### config.mk
export PLATFORM = sky130hd
export DESIGN_NAME = nmea_sentence_framer
export DESIGN_NICKNAME = d
export VERILOG_FILES = /design/src/rtl/core/nmfr_pkg.sv /design/src/rtl/core/nmea_sentence_framer.sv
export SDC_FILE = /design/constraint.sdc
export NUM_CORES = 1
export LEC_CHECK = 0
export BUFFER_PORTS_ARGS = -buffer_cell sky130_fd_sc_hd__buf_2
export CAP_MARGIN = 10
export CORE_MARGIN = 5
export CORE_UTILIZATION = 62
export DETAILED_ROUTE_END_ITERATION = 10
export GPL_TIMING_DRIVEN = 1
export PLACE_DENSITY = 0.91
export SKIP_CTS_REPAIR_TIMING = 1
export SLEW_MARGIN = 30
export SYNTH_ARGS = -nofsm -noshare
export SYNTH_HDL_FRONTEND = slang
export SYNTH_SLANG_ARGS = --single-unit
### constraint.sdc
create_clock -name clk_i -period 3.9 [get_ports clk_i]
set_clock_uncertainty 0.1 [all_clocks]
set_input_delay 0.195 -clock clk_i [delete_from_list [all_inputs] [get_ports clk_i]]
set_output_delay 0.195 -clock clk_i [all_outputs]
set_load 0.05 [all_outputs]
### src/rtl/core/nmfr_pkg.sv
// ----------------------------------------------------------------------------
// nmfr_pkg
// Types and constants shared by the NMEA sentence framer.
// ----------------------------------------------------------------------------
`default_nettype none

package nmfr_pkg;

  typedef enum logic [1:0] {
    PH_HUNT  = 2'd0,
    PH_TYPE  = 2'd1,
    PH_BODY  = 2'd2,
    PH_CSUM  = 2'd3
  } phase_e;

  typedef enum logic [1:0] {
    ST_IGNORED = 2'd0,
    ST_PARSING = 2'd1,
    ST_READY   = 2'd2,
    ST_WRONG   = 2'd3
  } status_e;

  typedef enum logic [1:0] {
    KIND_NONE = 2'd0,
    KIND_TYPE = 2'd1,
    KIND_BODY = 2'd2,
    KIND_CSUM = 2'd3
  } kind_e;

  localparam logic [7:0] CharStart = 8'h24;  // '$'
  localparam logic [7:0] CharStop  = 8'h2A;  // '*'
  localparam logic [7:0] CharSep   = 8'h2C;  // ','
  localparam logic [7:0] PrintLo   = 8'h20;
  localparam logic [7:0] PrintHi   = 8'h7E;

  typedef struct packed {
    logic       ok;
    logic [3:0] value;
  } hex_t;

  // ASCII hex digit decode; anything else reads as zero and not ok
  function automatic hex_t hex_decode(input logic [7:0] c);
    hex_t r;
    r.ok    = 1'b1;
    r.value = 4'd0;
    if (c >= 8'h30 && c <= 8'h39) begin
      r.value = 4'(c - 8'h30);
    end else if (c >= 8'h41 && c <= 8'h46) begin
      r.value = 4'(c - 8'h37);
    end else if (c >= 8'h61 && c <= 8'h66) begin
      r.value = 4'(c - 8'h57);
    end else begin
      r.ok = 1'b0;
    end
    return r;
  endfunction

endpackage

`default_nettype wire

### src/rtl/core/nmea_sentence_framer.sv
// ----------------------------------------------------------------------------
// nmea_sentence_framer
// Byte-serial NMEA 0183 sentence framer with XOR checksum check.
//
// Usage: feed received characters on the in channel (rx_byte_i, valid/ready).
// Every accepted byte produces exactly one result beat on the out channel:
// parser status, byte classification, the echoed byte, its position within
// the type or body field, the running XOR and, on the second checksum digit,
// the decoded received checksum.
// The result of a byte is registered and presented in the cycle after its accept.
// Throughput: one byte per cycle while the receiver does not stall; the
// framer state updates combinationally from input port to result register.
// A stalled receiver holds the result register; in_ready_o is high whenever
// that register is empty or being drained in the same cycle, so the input
// side keeps flowing under a draining output.
// Reset: the framer returns to hunting for '$' with a cleared sum, and no
// result is pending.
// ----------------------------------------------------------------------------
`default_nettype none

module nmea_sentence_framer #(
  parameter int unsigned TYPE_MAX = 8,
  parameter int unsigned BODY_MAX = 128
) (
  input  wire  logic       clk_i,
  input  wire  logic       rst_ni,
  input  wire  logic [7:0] rx_byte_i,
  input  wire  logic       in_valid_i,
  output logic             in_ready_o,
  output logic [1:0]       status_o,
  output logic [1:0]       byte_kind_o,
  output logic [7:0]       char_out_o,
  output logic [6:0]       char_index_o,
  output logic [7:0]       sum_computed_o,
  output logic [7:0]       sum_received_o,
  output logic             out_valid_o,
  input  wire  logic       out_ready_i
);

  import nmfr_pkg::*;

  localparam logic [7:0] TypeLast = 8'(TYPE_MAX - 1);
  localparam logic [7:0] BodyLim  = 8'(BODY_MAX);

  phase_e     phase_q, phase_d;
  logic [7:0] xor_q, xor_d;
  logic [7:0] pos_q, pos_d;
  logic [3:0] hexhi_q, hexhi_d;
  logic       hexok_q, hexok_d;

  logic       out_valid_q;
  status_e    status_d, status_q;
  kind_e      kind_d, kind_q;
  logic [7:0] char_q;
  logic [6:0] idx_d, idx_q;
  logic [7:0] sum_d, sum_q;
  logic [7:0] rsum_d, rsum_q;

  logic       accept;
  logic       printable;
  hex_t       hx;

  assign in_ready_o = !out_valid_q || out_ready_i;
  assign accept     = in_valid_i && in_ready_o;
  assign printable  = (rx_byte_i >= PrintLo) && (rx_byte_i <= PrintHi);
  assign hx         = hex_decode(rx_byte_i);

  always_comb begin
    phase_d  = phase_q;
    xor_d    = xor_q;
    pos_d    = pos_q;
    hexhi_d  = hexhi_q;
    hexok_d  = hexok_q;
    status_d = ST_PARSING;
    kind_d   = KIND_NONE;
    idx_d    = 7'd0;
    sum_d    = xor_q;
    rsum_d   = 8'd0;

    if (phase_q != PH_HUNT && !printable) begin
      status_d = ST_WRONG;
      phase_d  = PH_HUNT;
    end else begin
      case (phase_q)
        PH_HUNT: begin
          if (rx_byte_i == CharStart) begin
            phase_d = PH_TYPE;
          end else begin
            status_d = ST_IGNORED;
          end
        end
        PH_TYPE: begin
          if (rx_byte_i == CharSep) begin
            xor_d   = xor_q ^ rx_byte_i;
            sum_d   = xor_d;
            pos_d   = 8'd0;
            phase_d = PH_BODY;
          end else if (pos_q >= TypeLast) begin
            status_d = ST_WRONG;
            phase_d  = PH_HUNT;
          end else begin
            kind_d = KIND_TYPE;
            idx_d  = pos_q[6:0];
            pos_d  = pos_q + 8'd1;
            xor_d  = xor_q ^ rx_byte_i;
            sum_d  = xor_d;
          end
        end
        PH_BODY: begin
          if (rx_byte_i == CharStop) begin
            pos_d   = 8'd0;
            hexhi_d = 4'd0;
            hexok_d = 1'b1;
            phase_d = PH_CSUM;
          end else if (pos_q >= BodyLim) begin
            status_d = ST_WRONG;
            phase_d  = PH_HUNT;
          end else begin
            kind_d = KIND_BODY;
            idx_d  = pos_q[6:0];
            pos_d  = pos_q + 8'd1;
            xor_d  = xor_q ^ rx_byte_i;
            sum_d  = xor_d;
          end
        end
        PH_CSUM: begin
          kind_d = KIND_CSUM;
          if (pos_q == 8'd0) begin
            hexhi_d = hx.value;
            hexok_d = hexok_q & hx.ok;
            pos_d   = 8'd1;
          end else begin
            idx_d    = 7'd1;
            rsum_d   = {hexhi_q, hx.value};
            status_d = (hexok_q && hx.ok && rsum_d == xor_q) ? ST_READY : ST_WRONG;
            phase_d  = PH_HUNT;
          end
        end
        default: phase_d = PH_HUNT;
      endcase
    end

    // leaving a frame clears everything for the next hunt
    if (phase_d == PH_HUNT) begin
      xor_d   = 8'd0;
      pos_d   = 8'd0;
      hexhi_d = 4'd0;
      hexok_d = 1'b1;
    end
  end

  always_ff @(posedge clk_i or negedge rst_ni) begin
    if (!rst_ni) begin
      phase_q <= PH_HUNT;
      xor_q   <= 8'd0;
      pos_q   <= 8'd0;
      hexhi_q <= 4'd0;
      hexok_q <= 1'b1;
    end else if (accept) begin
      phase_q <= phase_d;
      xor_q   <= xor_d;
      pos_q   <= pos_d;
      hexhi_q <= hexhi_d;
      hexok_q <= hexok_d;
    end
  end

  always_ff @(posedge clk_i or negedge rst_ni) begin
    if (!rst_ni) begin
      out_valid_q <= 1'b0;
    end else if (accept) begin
      out_valid_q <= 1'b1;
    end else if (out_ready_i) begin
      out_valid_q <= 1'b0;
    end
  end

  // result payload: load on accept, hold while stalled
  always_ff @(posedge clk_i) begin
    if (accept) begin
      status_q <= status_d;
      kind_q   <= kind_d;
      char_q   <= rx_byte_i;
      idx_q    <= idx_d;
      sum_q    <= sum_d;
      rsum_q   <= rsum_d;
    end
  end

  assign out_valid_o    = out_valid_q;
  assign status_o       = status_q;
  assign byte_kind_o    = kind_q;
  assign char_out_o     = char_q;
  assign char_index_o   = idx_q;
  assign sum_computed_o = sum_q;
  assign sum_received_o = rsum_q;

  // a good sentence is only ever reported on the last checksum digit
  assert property (@(posedge clk_i) disable iff (!rst_ni)
    out_valid_q && status_q == ST_READY |->
      kind_q == KIND_CSUM && idx_q == 7'd1 && sum_q == rsum_q)
    else $error("ready result without matching checksum beat");

  // framing beats carry no position
  assert property (@(posedge clk_i) disable iff (!rst_ni)
    out_valid_q && kind_q == KIND_NONE |-> idx_q == 7'd0)
    else $error("framing beat with nonzero index");

  // outside a frame the running sum stays clear
  assert property (@(posedge clk_i) disable iff (!rst_ni)
    phase_q == PH_HUNT |-> xor_q == 8'd0 && pos_q == 8'd0 && hexok_q)
    else $error("hunt state not clean");

  // every accepted byte leaves a result beat behind
  assert property (@(posedge clk_i) disable iff (!rst_ni)
    accept |=> out_valid_q)
    else $error("accepted byte produced no result");

endmodule

`default_nettype wire

==> qor.log <==
INFO  critical_path  launch_point_of_the_critical_path=phase_q[0]$_DFFE_PN0P_
INFO  critical_path  arrival=3.31ns
INFO  drt            post_drt_via_cell_ratio=6.431
INFO  global_route   grt_start_max_net_pins=50
INFO  critical_path  critical_path.slowest_cell=sky130_fd_sc_hd__a2111oi_0
INFO  finish         drive_above_1_share=25.69%
INFO  die            rows=27
INFO  synth          netlist_top_cells_area=sky130_fd_sc_hd__edfxtp_1 31%, sky130_fd_sc_hd__dfrtp_1 17%, sky130_fd_sc_hd__ha_1 3.7%
INFO  critical_path  path_class=flop to flop
INFO  power_and_ir_drop leakage=1.531nW
INFO  clock_tree     tritoncts.num_buffers=9
INFO  critical_path  worst-path-max-fanout=13
INFO  sta            min_period_over_period=82.18%
INFO  placed_design  dpl_cell_area=3674um2
INFO  global_route   grt_antenna_before_repair=0
INFO  sta            total_negative_setup_slack=0ns
INFO  clock_tree     clock_tree.buffer_depth=2
INFO  global_route   grt.total_usage=24.86%
INFO  synth          netlist_top_cells_count=35 x sky130_fd_sc_hd__edfxtp_1, 28 x sky130_fd_sc_hd__nor2_1, 23 x sky130_fd_sc_hd__dfrtp_1
INFO  sta            min_period=3.205ns
INFO  finish         post-route-cell-area=3887um2
INFO  power_and_ir_drop pwr-share-comb=30.8%
INFO  power_and_ir_drop power.density=505.5nW/um2
INFO  synth          asyncSetResetFlopFracSynth=40.68%
INFO  finish         stdcell_count=434
INFO  sta            report.final.slew_viol_count=0
INFO  critical_path  crit_path_max_incr_delay=0.64ns
INFO  synth          synth-seq-area-share=48.76%
INFO  finish         antenna_cells=0
INFO  sta            setup_violation_total_in_the_final_timing_report=0
INFO  die            dieArea=7046um2
INFO  drt            route.vias.total=2,791
INFO  global_route   grt_pass1_wl=13,700um
INFO  sta            unrepaired_setup_endpoints_after_global_routing=false
INFO  synth          yosys.area.top_type=sky130_fd_sc_hd__edfxtp_1
INFO  power_and_ir_drop power.net_switching=0.7201mW
INFO  synth          mapped_cells=306
INFO  synth          post-synth-top-area-fraction=31.01%
INFO  synth          synth_edf_count=35
INFO  clock_tree     insertion_delay=0.34ns
INFO  clock_tree     htree_levels=3
INFO  synth          yosysWarningCount=0
INFO  die            coreArea=5405um2
INFO  finish         final_net_count=379
INFO  sta            worst_pin_slew=0.7383ns
INFO  clock_tree     clk_root_buffer_cell=sky130_fd_sc_hd__clkbuf_8
INFO  drt            avgRoutedWirePerCell=19.09um
INFO  critical_path  crit_buf_inv=1
INFO  die            die_h=83.94um
INFO  power_and_ir_drop vdd.ir_drop.worst=0.0003235V
INFO  placed_design  numPlacedInstances=416
INFO  drt            ant_nets=0
INFO  critical_path  startpoint_of_the_worst_slack_reg_to_reg_timing_path=phase_q[0]$_DFFE_PN0P_
INFO  power_and_ir_drop power.share.switching=36.65%
INFO  die            top_level_ports=49
INFO  placed_design  io_buffer_count=48
INFO  critical_path  start_kind=flop
INFO  die            die_width=83.94um
INFO  critical_path  cp_top_family=compound AO/OA/AOI/OAI gates
INFO  job            maxCapViolations=0
INFO  hold_path      path_class_of_the_lowest_slack_min_delay_path=input port to flop
INFO  global_route   overflow=0
INFO  drt            initialDrtViolationCount=250
INFO  placed_design  gp_routability_congestion=0.9389
INFO  die            initial_standard_cell_utilization_of_the_core=62.71%
INFO  synth          ys_ff_latch=59
INFO  power_and_ir_drop pwr-share-clk=27.8%
INFO  drt            totalWireLength=8287um
INFO  finish         syn_to_final_growth=14.69%
INFO  critical_path  crit_chain=inv_1, ha_1, nand4b_1, nor2_1, a2111oi_0, o21ai_2, nor2_2, o22ai_1
INFO  clock_tree     cts_tree=built
INFO  global_route   first_global_vias=2,645
INFO  clock_tree     clock_slew_at_reported_path_ffs=0.07ns
INFO  synth          synth_fp_nets=328
INFO  sta            fmax=0.3120GHz
INFO  drt            drtPass1Iterations=5
INFO  synth          syn_area_per_cell=11.08um2
INFO  drt            drc_viols=0
INFO  synth          synth.lib_cells_used.distinct=64
INFO  power_and_ir_drop p_int=1.245mW
INFO  power_and_ir_drop pwr-share-seq=41.4%
INFO  critical_path  timing.critical_path.to_type=flop
INFO  sta            report.final.hold_viol_count=0
INFO  run_status     run_status=complete, no violations
INFO  synth          synthMostInstantiatedCell=sky130_fd_sc_hd__edfxtp_1
INFO  clock_tree     cts_sinks=59
INFO  synth          ys_dominant_reg_cell=sky130_fd_sc_hd__edfxtp_1
INFO  hold_path      hold_path_startpoint=rx_byte_i[5]
INFO  sta            worst_slew_margin_relative_to_its_limit=49.50%
INFO  placed_design  dpl.hpwl=5907um
INFO  critical_path  critPathRequiredTime=4.00ns
INFO  synth          mappedNetlistArea=3390um2
[registers in the layout, indices dropped and copies added (netlist names)]
| signal | cells |
|---|---|
| out_valid_o | 1 |
| char_out_o | 8 |
| status_o | 2 |
| xor_q | 8 |
| sum_received_o | 8 |
| hexhi_q | 4 |
| hexok_q | 1 |
| byte_kind_o | 2 |
| char_index_o | 7 |
| sum_computed_o | 8 |
| pos_q | 8 |
| phase_q | 2 |
[worst paths after layout]
path,to,slack [ns],depth (start not counted)
worst min register to register,xor_q[7]$_DFFE_PN0P_,0.46,2
worst min-delay path,char_out_o[5]$_DFFE_PP_,0.05,1
min in group asynchronous,phase_q[1]$_DFFE_PN0P_,0.28,2
max in group asynchronous,hexok_q$_DFFE_PN1P_,3.03,2
worst max-delay path,pos_q[2]$_DFFE_PN0P_,0.69,8
worst max register to register,pos_q[2]$_DFFE_PN0P_,0.69,8
[stage by stage]
step	hold WS, ns	total power [mW]	setup slack, ns	util, %
after detailed placement	0.1239	1.417	0.7374	67.96
after global routing	0.04653	2.059	0.4193	71.92
after CTS	-0.2442	1.964	0.7220	71.55
after floorplan	-0.2006	1.274	0.7183	-
final	0.05362	1.965	0.6950	71.92
after global placement	0.1166	1.401	0.8546	67.96
[area by class of cell]
class                           count  area, um2
Multi-Input combinational cell    222       1618
Clock inverter                      5      52.55
Sequential cell                    59       1653
Clock buffer                       11      141.4
Inverter                           14      52.55
Timing Repair Buffer               51      280.3
Tap cell                           72      90.09
Fill cell                         390       1518
[cells in the final DEF (no fill, tap or decap), types with 4 or more instances in the layout]
| cell type | netlist | layout |
|---|---|---|
| sky130_fd_sc_hd__o2bb2ai_1 | 5 | 5 |
| sky130_fd_sc_hd__o21bai_1 | 4 | 4 |
| sky130_fd_sc_hd__nor2b_1 | 6 | 6 |
| sky130_fd_sc_hd__o21ai_1 | 13 | 13 |
| sky130_fd_sc_hd__nand3b_1 | 4 | 4 |
| sky130_fd_sc_hd__nor3_1 | 5 | 5 |
| sky130_fd_sc_hd__nor3_2 | 8 | 8 |
| sky130_fd_sc_hd__o211ai_1 | 4 | 4 |
| sky130_fd_sc_hd__clkbuf_8 | 0 | 10 |
| sky130_fd_sc_hd__a221oi_2 | 6 | 6 |
| sky130_fd_sc_hd__buf_2 | 2 | 48 |
| sky130_fd_sc_hd__dfrtp_1 | 23 | 23 |
| sky130_fd_sc_hd__a21oi_1 | 10 | 10 |
| sky130_fd_sc_hd__o21ai_0 | 8 | 8 |
| sky130_fd_sc_hd__nand2b_1 | 6 | 6 |
| sky130_fd_sc_hd__and3_1 | 8 | 8 |
| sky130_fd_sc_hd__a22o_1 | 8 | 8 |
| sky130_fd_sc_hd__and2_1 | 10 | 10 |
| sky130_fd_sc_hd__o22ai_1 | 7 | 7 |
| sky130_fd_sc_hd__ha_1 | 10 | 10 |
| sky130_fd_sc_hd__inv_1 | 14 | 13 |
| sky130_fd_sc_hd__nand2_1 | 12 | 12 |
| sky130_fd_sc_hd__xnor2_1 | 7 | 7 |
| sky130_fd_sc_hd__nor2_1 | 28 | 28 |
| sky130_fd_sc_hd__edfxtp_1 | 35 | 35 |
[cells by family (layout without fill, tap and decap cells)]
group / after synthesis / after routing / synth area share (%)
AO/OA/AOI/OAI: 96 / 96 / 22.81
XOR/XNOR: 7 / 7 / 1.809
adder cells (fa/ha/maj): 10 / 10 / 3.691
buffers and inverters: 25 / 81 / 3.507
flip-flops: 59 / 59 / 48.76
AND/OR/NAND/NOR: 109 / 109 / 19.42
[layer usage]
| layer | track usage (%) | share of wire [%] | wire length [um] |
|---|---|---|---|
| met5 | 0 | 0 | 0 |
| met4 | 13.45 | 2.5 | 204 |
| met3 | 4.640 | 8.6 | 712 |
| met2 | 36.01 | 45 | 3726 |
| met1 | 35.14 | 44 | 3643 |
[worst reg2reg max path, delay by kind of cell (launching register included)]
family	cells	cell delay [ns]
AOI/OAI and AO/OA	3	1.06
and+or+nand+nor	3	0.95
DFF	1	0.44
adders and majority gates	1	0.38
buffers and inverters	1	0.13
[power groups by stage]
| stage | Clock (mW) | Combinational (mW) | Sequential, mW |
|---|---|---|---|
| finish | 0.546 | 0.605 | 0.813 |
| global route | 0.585 | 0.652 | 0.822 |
| CTS | 0.554 | 0.599 | 0.811 |
| global placement | 0 | 0.583 | 0.818 |
| detailed placement | 0 | 0.594 | 0.823 |
| floorplan | 0 | 0.352 | 0.922 |
(Power assumes the default switching activity.)
